<file path="src/design/u8d_pkg.sv">
// Shared types and constants of the UTF-8 stream decoder.
package u8d_pkg;

  localparam int unsigned BYTE_W = 8;
  localparam int unsigned CP_W   = 21;
  localparam int unsigned PEND_W = 2;

  // Lead byte classes: mask, expected pattern and payload bits.
  localparam logic [BYTE_W-1:0] ASCII_MASK = 8'h80;
  localparam logic [BYTE_W-1:0] LEAD2_MASK = 8'hE0;
  localparam logic [BYTE_W-1:0] LEAD2_CODE = 8'hC0;
  localparam logic [BYTE_W-1:0] LEAD2_DATA = 8'h1F;
  localparam logic [BYTE_W-1:0] LEAD3_MASK = 8'hF0;
  localparam logic [BYTE_W-1:0] LEAD3_CODE = 8'hE0;
  localparam logic [BYTE_W-1:0] LEAD3_DATA = 8'h0F;
  localparam logic [BYTE_W-1:0] LEAD4_MASK = 8'hF8;
  localparam logic [BYTE_W-1:0] LEAD4_CODE = 8'hF0;
  localparam logic [BYTE_W-1:0] LEAD4_DATA = 8'h07;

  // Continuation bytes are 10xxxxxx.
  localparam logic [BYTE_W-1:0] CONT_MASK  = 8'hC0;
  localparam logic [BYTE_W-1:0] CONT_CODE  = 8'h80;
  localparam logic [BYTE_W-1:0] CONT_DATA  = 8'h3F;
  localparam int unsigned       CONT_BITS  = 6;

  // Continuation bytes still expected after each lead byte class.
  localparam logic [PEND_W-1:0] PEND_NONE  = 2'd0;
  localparam logic [PEND_W-1:0] PEND_LAST  = 2'd1;
  localparam logic [PEND_W-1:0] PEND_TWO   = 2'd2;
  localparam logic [PEND_W-1:0] PEND_THREE = 2'd3;

  typedef struct packed {
    logic [CP_W-1:0] code_point;
    logic            bad_sequence;
    logic            string_end;
  } result_t;

endpackage

</file>
<file path="src/design/u8d_if.sv">
// Stream interfaces for raw bytes in and decoded code points out.
interface u8d_byte_if;
  import u8d_pkg::*;

  logic              valid;
  logic              ready;
  logic [BYTE_W-1:0] in_byte;
  logic              end_of_string;

  modport source (output valid, output in_byte, output end_of_string, input ready);
  modport sink   (input valid, input in_byte, input end_of_string, output ready);
endinterface

interface u8d_point_if;
  import u8d_pkg::*;

  logic            valid;
  logic            ready;
  logic [CP_W-1:0] code_point;
  logic            bad_sequence;
  logic            string_end;

  modport source (output valid, output code_point, output bad_sequence,
                  output string_end, input ready);
  modport sink   (input valid, input code_point, input bad_sequence,
                  input string_end, output ready);
endinterface

</file>
<file path="src/design/utf8_stream_decoder.sv">
// UTF-8 stream decoder: bytes in, code points out.
//
// The decoder takes one byte per clock while raw.ready is high and registers
// the code point of the byte that completes it. A string that held a stray
// or bad continuation byte, a lead byte of F8 or above, or that ends inside
// a sequence gives no code points after the fault and one result with
// bad_sequence set on its last byte. The result path has two registers, so
// the input keeps taking bytes for one more result while the output is
// stalled; raw.ready drops only when both hold a result. Throughput is one
// byte per cycle unless stalled, set by the combinational decode of the
// byte against the pending-sequence registers. No overlong or surrogate check.
module utf8_stream_decoder (
  input  logic         clk,
  input  logic         rst,
  u8d_byte_if.sink     raw,
  u8d_point_if.source  decoded
);
  import u8d_pkg::*;

  // Decoder state.
  logic [PEND_W-1:0] bytes_pending;
  logic [CP_W-1:0]   partial_value;
  logic              error_seen;

  logic [PEND_W-1:0] bytes_pending_next;
  logic [CP_W-1:0]   partial_value_next;
  logic              error_seen_next;

  // Result registers: head drives the port, skid catches one more result.
  result_t head;
  logic    head_valid;
  result_t skid;
  logic    skid_valid;

  logic            accept;
  logic            pop;
  logic            push;
  logic            have_cp;
  logic [CP_W-1:0] cp;
  logic [CP_W-1:0] shifted;
  logic            bad;
  result_t         result;

  assign raw.ready = !skid_valid;
  assign accept    = raw.valid && raw.ready;
  assign pop       = head_valid && decoded.ready;

  // Decode one byte against the pending sequence.
  assign shifted = {partial_value[CP_W-CONT_BITS-1:0],
                    raw.in_byte[CONT_BITS-1:0]};

  always_comb begin
    bytes_pending_next = bytes_pending;
    partial_value_next = partial_value;
    error_seen_next    = error_seen;
    have_cp            = 1'b0;
    cp                 = '0;
    if (!error_seen) begin
      if (bytes_pending == PEND_NONE) begin
        priority if ((raw.in_byte & ASCII_MASK) == '0) begin
          cp      = CP_W'(raw.in_byte);
          have_cp = 1'b1;
        end else if ((raw.in_byte & LEAD2_MASK) == LEAD2_CODE) begin
          partial_value_next = CP_W'(raw.in_byte & LEAD2_DATA);
          bytes_pending_next = PEND_LAST;
        end else if ((raw.in_byte & LEAD3_MASK) == LEAD3_CODE) begin
          partial_value_next = CP_W'(raw.in_byte & LEAD3_DATA);
          bytes_pending_next = PEND_TWO;
        end else if ((raw.in_byte & LEAD4_MASK) == LEAD4_CODE) begin
          partial_value_next = CP_W'(raw.in_byte & LEAD4_DATA);
          bytes_pending_next = PEND_THREE;
        end else begin
          error_seen_next = 1'b1;
        end
      end else if ((raw.in_byte & CONT_MASK) != CONT_CODE) begin
        error_seen_next = 1'b1;
      end else begin
        bytes_pending_next = bytes_pending - PEND_LAST;
        if (bytes_pending == PEND_LAST) begin
          cp                 = shifted;
          have_cp            = 1'b1;
          partial_value_next = '0;
        end else begin
          partial_value_next = shifted;
        end
      end
    end
  end

  // Form the result of this byte, if it has one.
  assign bad  = error_seen_next || (bytes_pending_next != PEND_NONE);
  assign push = accept && (have_cp || raw.end_of_string);

  always_comb begin
    result.code_point   = (raw.end_of_string && bad) ? '0 : cp;
    result.bad_sequence = raw.end_of_string && bad;
    result.string_end   = raw.end_of_string;
  end

  // State update; the last byte of a string clears everything.
  always_ff @(posedge clk) begin
    if (rst) begin
      bytes_pending <= PEND_NONE;
      partial_value <= '0;
      error_seen    <= 1'b0;
    end else if (accept) begin
      if (raw.end_of_string) begin
        bytes_pending <= PEND_NONE;
        partial_value <= '0;
        error_seen    <= 1'b0;
      end else begin
        bytes_pending <= bytes_pending_next;
        partial_value <= partial_value_next;
        error_seen    <= error_seen_next;
      end
    end
  end

  // Two-entry result queue: head first, skid behind it.
  always_ff @(posedge clk) begin
    if (rst) begin
      head_valid <= 1'b0;
      skid_valid <= 1'b0;
    end else begin
      if (pop || !head_valid) begin
        if (skid_valid) begin
          head_valid <= 1'b1;
          skid_valid <= push;
        end else begin
          head_valid <= push;
        end
      end else if (push) begin
        skid_valid <= 1'b1;
      end
    end
  end

  always_ff @(posedge clk) begin
    if (pop || !head_valid) begin
      if (skid_valid) begin
        head <= skid;
        if (push) begin
          skid <= result;
        end
      end else if (push) begin
        head <= result;
      end
    end else if (push) begin
      skid <= result;
    end
  end

  assign decoded.valid        = head_valid;
  assign decoded.code_point   = head.code_point;
  assign decoded.bad_sequence = head.bad_sequence;
  assign decoded.string_end   = head.string_end;

  // The skid register only fills behind a held head result.
  a_skid_behind_head: assert property (@(posedge clk) disable iff (rst)
    skid_valid |-> head_valid)
    else $error("skid register holds a result while the head is empty");

  // An error result always closes a string and carries no code point.
  a_bad_closes_string: assert property (@(posedge clk) disable iff (rst)
    (head_valid && head.bad_sequence) |-> (head.string_end && head.code_point == '0))
    else $error("error result without string end or with a code point");

  // The last byte of a string leaves the decoder with nothing pending.
  a_clear_after_end: assert property (@(posedge clk) disable iff (rst)
    (accept && raw.end_of_string) |=> (bytes_pending == PEND_NONE && !error_seen))
    else $error("decoder state not cleared after end of string");

  // After an error no state is gathered until the string ends.
  a_error_holds: assert property (@(posedge clk) disable iff (rst)
    (error_seen && !(accept && raw.end_of_string)) |=> error_seen)
    else $error("sticky error dropped inside a string");

endmodule
</file>
<file path="src/flat_wrapper.sv">
// flat-port wrapper written by rule: the top's interface ports become plain ports
module utf8_stream_decoder_flat import u8d_pkg::*;
  (clk, rst, raw_valid, raw_in_byte, raw_end_of_string, raw_ready, decoded_valid, decoded_code_point, decoded_bad_sequence, decoded_string_end, decoded_ready);
  u8d_byte_if raw_i ();
  u8d_point_if decoded_i ();
  input  logic clk;
  input  logic rst;
  input wire logic [$bits(raw_i.valid)-1:0] raw_valid;
  input wire logic [$bits(raw_i.in_byte)-1:0] raw_in_byte;
  input wire logic [$bits(raw_i.end_of_string)-1:0] raw_end_of_string;
  output wire logic [$bits(raw_i.ready)-1:0] raw_ready;
  output wire logic [$bits(decoded_i.valid)-1:0] decoded_valid;
  output wire logic [$bits(decoded_i.code_point)-1:0] decoded_code_point;
  output wire logic [$bits(decoded_i.bad_sequence)-1:0] decoded_bad_sequence;
  output wire logic [$bits(decoded_i.string_end)-1:0] decoded_string_end;
  input wire logic [$bits(decoded_i.ready)-1:0] decoded_ready;
  assign raw_i.valid = raw_valid;
  assign raw_i.in_byte = raw_in_byte;
  assign raw_i.end_of_string = raw_end_of_string;
  assign raw_ready = raw_i.ready;
  assign decoded_valid = decoded_i.valid;
  assign decoded_code_point = decoded_i.code_point;
  assign decoded_bad_sequence = decoded_i.bad_sequence;
  assign decoded_string_end = decoded_i.string_end;
  assign decoded_i.ready = decoded_ready;
  utf8_stream_decoder u_core (.clk(clk), .rst(rst), .raw(raw_i), .decoded(decoded_i));
endmodule
</file>
<file path="config.mk">
export PLATFORM = sky130hd
export DESIGN_NAME = utf8_stream_decoder_flat
export DESIGN_NICKNAME = d
export VERILOG_FILES = /design/src/design/u8d_pkg.sv /design/src/design/u8d_if.sv /design/src/design/utf8_stream_decoder.sv /design/src/flat_wrapper.sv
export SDC_FILE = /design/constraint.sdc
export NUM_CORES = 1
export LEC_CHECK = 0
export BUFFER_PORTS_ARGS = -buffer_cell sky130_fd_sc_hd__buf_2
export CORE_UTILIZATION = 52
export CTS_CLUSTER_DIAMETER = 200
export DETAILED_ROUTE_END_ITERATION = 12
export HOLD_SLACK_MARGIN = 0.05
export PLACE_DENSITY = 0.75
export SKIP_CTS_REPAIR_TIMING = 1
export SYNTH_ARGS = -nofsm -noshare
export SYNTH_HDL_FRONTEND = slang
export SYNTH_SLANG_ARGS = --single-unit
</file>
<file path="constraint.sdc">
create_clock -name clk -period 3.64 [get_ports clk]
set_input_delay 0.182 -clock clk [delete_from_list [all_inputs] [get_ports clk]]
set_output_delay 0.182 -clock clk [all_outputs]
set_load 0.1 [all_outputs]
</file>
## Word level (Yosys, flattened, before mapping)

Cells that the tools add are included.

| storage, ports and cells | value |
|---|---|
| register bits after elaboration | 66 |
| bits of input ports | 13 |
| output and inout bits | 25 |
| word-level logic and storage cells | 83 |

| operators by class | value |
|---|---|
| add/sub/neg operators | 1 |
| eq/ne operators | 10 |
| mux-type cells | 45 |
| reductions and logical operators | 16 |

Operators with widths:

| cell | count |
|---|---|
| $mux 15 | 9 |
| $mux 23 | 5 |
| $mux 21 | 5 |
| $mux 1 | 17 |
| $mux 2 | 8 |
| $logic_not 8->1 | 1 |
| $mux 8 | 1 |
| $reduce_bool 2->1 | 3 |
| $eq 5x5->1 const B | 1 |
| $ne 5x5->1 const B | 1 |
| $reduce_and 5->1 | 1 |
| $eq 4x4->1 const B | 1 |
| $logic_and 1x1->1 | 4 |
| $ne 2x2->1 const B | 2 |
| $eq 3x3->1 const B | 1 |
| $logic_or 1x1->1 | 3 |
| $ne 3x2->1 const B | 1 |
| $ne 3x3->1 const B | 1 |
| $eq 2x1->1 const B | 1 |
| $logic_not 1->1 | 2 |
| $logic_not 2->1 | 1 |
| $ne 2x1->1 const B | 1 |
| $reduce_and 2->1 | 1 |
| $sub 2x1->2 const B | 1 |

## Logic depth before layout (Yosys ltp)

| logic depth | value |
|---|---|
| depth after elaboration | 14 |
| gate-level depth with buffers | 9 |
| mapped depth without buffers | 7 |

## Least setup slack after synthesis

No wires, ideal clock.

| timing | value |
|---|---|
| path kind | reg-to-reg |
| from | register u_core.bytes_pending[0] (netlist name) |
| to | register u_core.skid[0] (netlist bit), enable pin |
| setup time | 0.437 ns |
| arrival | 3.150 ns |
| required time | 3.203 ns |
| setup slack | 0.053 ns |
| cell stages (with the launch flop) | 8 |
| buffers on the path | 1 |
| clock period less this slack | 3.587 ns |
| path through | dfxtp_1 inv_1 ha_1 buf_6 nand4bb_1 a21oi_2 or2_2 nor3b_1 |

RTL lines:

| item | RTL line | source |
|---|---|---|
| end signal: assignment | utf8_stream_decoder.sv:143 | `skid <= result;` |
| end signal: assignment | utf8_stream_decoder.sv:149 | `skid <= result;` |
| end: declaration | utf8_stream_decoder.sv:32 | `result_t skid;` |

==> impl_metrics.tcl <==
set metrics [dict create \
    grt_pass1_vias 2096 \
    worst-r2r-cell-count 7 \
    max_clock_freq_mhz 391 \
    cts.reportedPaths.clkPinSlew_ns 0.07 \
    crit_fanout 22 \
    endpoint_kind "register" \
    min_from "raw_in_byte[0]" \
    first_pass_iters 5 \
    dp_hpwl_um 3920 \
    leakagePower_nw 1.31 \
    hold_viol 0 \
    multiInputGateArea_um2 1220 \
    num_vias 2240 \
    die_w_um 79.5 \
    ys_seq_area_share_pct 57.1 \
    num_antenna_cells 0 \
    finalPower_mw 1.93 \
    period_share_pct 70.2 \
    io_pins 38 \
    worstHoldPathType "in -> reg" \
    rrSetupSlack_ns 1.09 \
    required_ns 3.65 \
    clock_sinks 66 \
    die_area_um2 6320 \
    grt_pass1_wl_um 10200 \
    grt_util_all_layers_pct 21.8 \
    wl_um 6200 \
    routed_via_density 5.53 \
    regArea_um2 1780 \
    fillCellCount 447 \
    tightest_slew_ns 0.983 \
    max-cap-violations 0 \
    core_area_um2 5640 \
    slew_viol_final 0 \
    setup_tns_ns 0 \
    mostFrequentLayoutCells "nand2_1 (62), edfxtp_1 (46), buf_2 (37)" \
    clk_path_buf_depth 2 \
    ir_drop_mv 0.307 \
    cts_made_buffers 9 \
    place.gp.congestion 0.820 \
    area_delta_synth_final_pct 14.9 \
    syn_area_um2 3120 \
    fin_crit_ns 2.55 \
    timing.rr.end "u_core.skid[4]" \
    drive_gt1_share_pct 20.4 \
    finalClockSkew_ns 0.00567 \
    root_buffer "clkbuf_8" \
    synth_seq_cells 66 \
    r2r-start "u_core.bytes_pending[0]" \
    final_common_cell "nand2_1" \
    yosysUniqueCellTypes 42 \
    worstHoldPathCells 3 \
    cts_tree "built" \
    critPathLaunchType "register" \
    arrival_ns 2.57 \
    post_drt_wl_per_cell_um 15.3 \
    gr-total-overflow 0 \
    syn_inst 295 \
    drtAntennaViolNets 0 \
    synth_area_per_cell_um2 10.6 \
    status "finished clean" \
    rows 27 \
    grt_max_degree 45 \
    hold_end "u_core.partial_value[0]" \
    path_class "reg -> reg" \
    ys_warn_count 0 \
    die_y_um 79.5 \
    p_per_area_nw_per_um2 537 \
    final_nets 343 \
    synth_nets 310 \
    drt_iter0_drc 230 \
    drc_errors 0 \
    slew_headroom_pct 34.5 \
    htreeDepth 3 \
    clkLatencyLatePin_ns 0.34 \
    initial_core_util_pct 55.3 \
    placement.io_buffers 37 \
    antenna_found_initial 0 \
    setup_violations 0 \
    rsz0062_at_grt "false" \
]
==> flip-flops by register name, summed over array words and instances (netlist names) <==
| name | count |
|---|---|
| u_core.bytes_pending | 2 |
| u_core.decoded.bad_sequence | 1 |
| u_core.decoded.code_point | 21 |
| u_core.decoded.string_end | 1 |
| u_core.decoded.valid | 1 |
| u_core.error_seen | 1 |
| u_core.partial_value | 15 |
| u_core.skid | 23 |
| u_core.skid_valid | 1 |
==> routing by layer <==
layer / up-vias / share of wire [%] / global-route usage (%)
met1: 1077 / 45 / 27.6
li1: 1103 / - / -
met5: - / 0 / 0
met2: 51 / 49 / 35.6
met3: 9 / 4.3 / 5.26
met4: 0 / 1.5 / 9.27
==> cell usage after synthesis, drive strengths merged <==
cell	count	area, µm²
a31oi	1	12.5
mux2	1	11.3
a21oi	10	76.3
nor3b	3	27.5
nand4bb	1	11.3
a22oi	1	7.51
and3b	7	61.3
clkbuf	8	30.0
dfxtp	20	400
buf	11	82.6
nand2b	22	138
nor2b	2	12.5
inv	4	15.0
o211ai	1	7.51
nand3	17	85.1
nand4b	1	8.76
nand2	62	233
a211oi	2	20.0
nor4	1	12.5
nor4b	1	23.8
clkinv	1	3.75
o21bai	1	7.51
edfxtp	46	1380
nor2	18	67.6
or2	1	6.26
and4bb	1	12.5
o21ai	24	120
mux2i	15	150
and2	3	18.8
nor3	1	5.00
nand4	1	6.26
o221ai	2	17.5
o22a	1	8.76
a21boi	2	15.0
ha	2	25.0
==> stage by stage <==
step / worst slack, ns / hold slack (ns) / area [µm²] / std cells / util [%]
floorplan: 0.0528 / 0.281 / 3120 / 295 / -
global placement: 1.19 / 0.455 / 3320 / 389 / 58.9
detailed placement: 1.08 / 0.463 / 3320 / 389 / 58.9
CTS: 1.08 / 0.104 / 3590 / 405 / 63.6
global route: 0.948 / 0.130 / 3590 / 405 / 63.6
finish: 1.09 / 0.111 / 3590 / 405 / 63.6
==> worst max path at each step <==
stage,cells after the start,from,slack (ns),endpoint
2_1_floorplan,7,u_core.bytes_pending[0],0.05,u_core.skid[0]
3_3_place_gp,8,u_core.bytes_pending[0],1.19,u_core.skid[4]
3_5_place_dp,6,u_core.bytes_pending[0],1.08,u_core.decoded.code_point[9]
4_1_cts,6,u_core.bytes_pending[0],1.08,u_core.decoded.code_point[9]
5_1_grt,8,u_core.bytes_pending[0],0.95,u_core.skid[3]
6_report,7,u_core.bytes_pending[0],1.09,u_core.skid[4]
==> layout make-up <==
| cell class | instances | share of cell area (%) |
|---|---|---|
| inverters | 5 | 0.523 |
| repair buffers | 41 | 6.00 |
| flip-flops and latches | 66 | 49.7 |
| multi-input cells | 205 | 33.9 |
| clock buffers | 9 | 3.45 |
| well taps | 72 | 2.51 |
| clock inverters | 7 | 3.94 |
==> power by group <==
group / switching [mW] / internal (mW)
Combinational: 0.222 / 0.0575
Sequential: 0.00893 / 0.830
Clock: 0.283 / 0.524
Total: 0.514 / 1.41
==> cells by family after synthesis <==
group	count (synthesis)	share of synthesized area (%)
compound gates	45	9.38
flops	66	57.1
fa+ha+maj	2	0.801
mux	16	5.17
buf+inv	24	4.21
simple gates	142	23.4
==> critical path: stages, from the launching register on <==
cell and delay (ns):
dfxtp_1 0.40, inv_1 0.08, ha_1 0.38, nand4bb_1 0.29, a21oi_2 0.34, or2_2 0.19, nor3b_2 0.20, buf_4 0.34
Note: power is estimated with default switching activity, not from simulation.
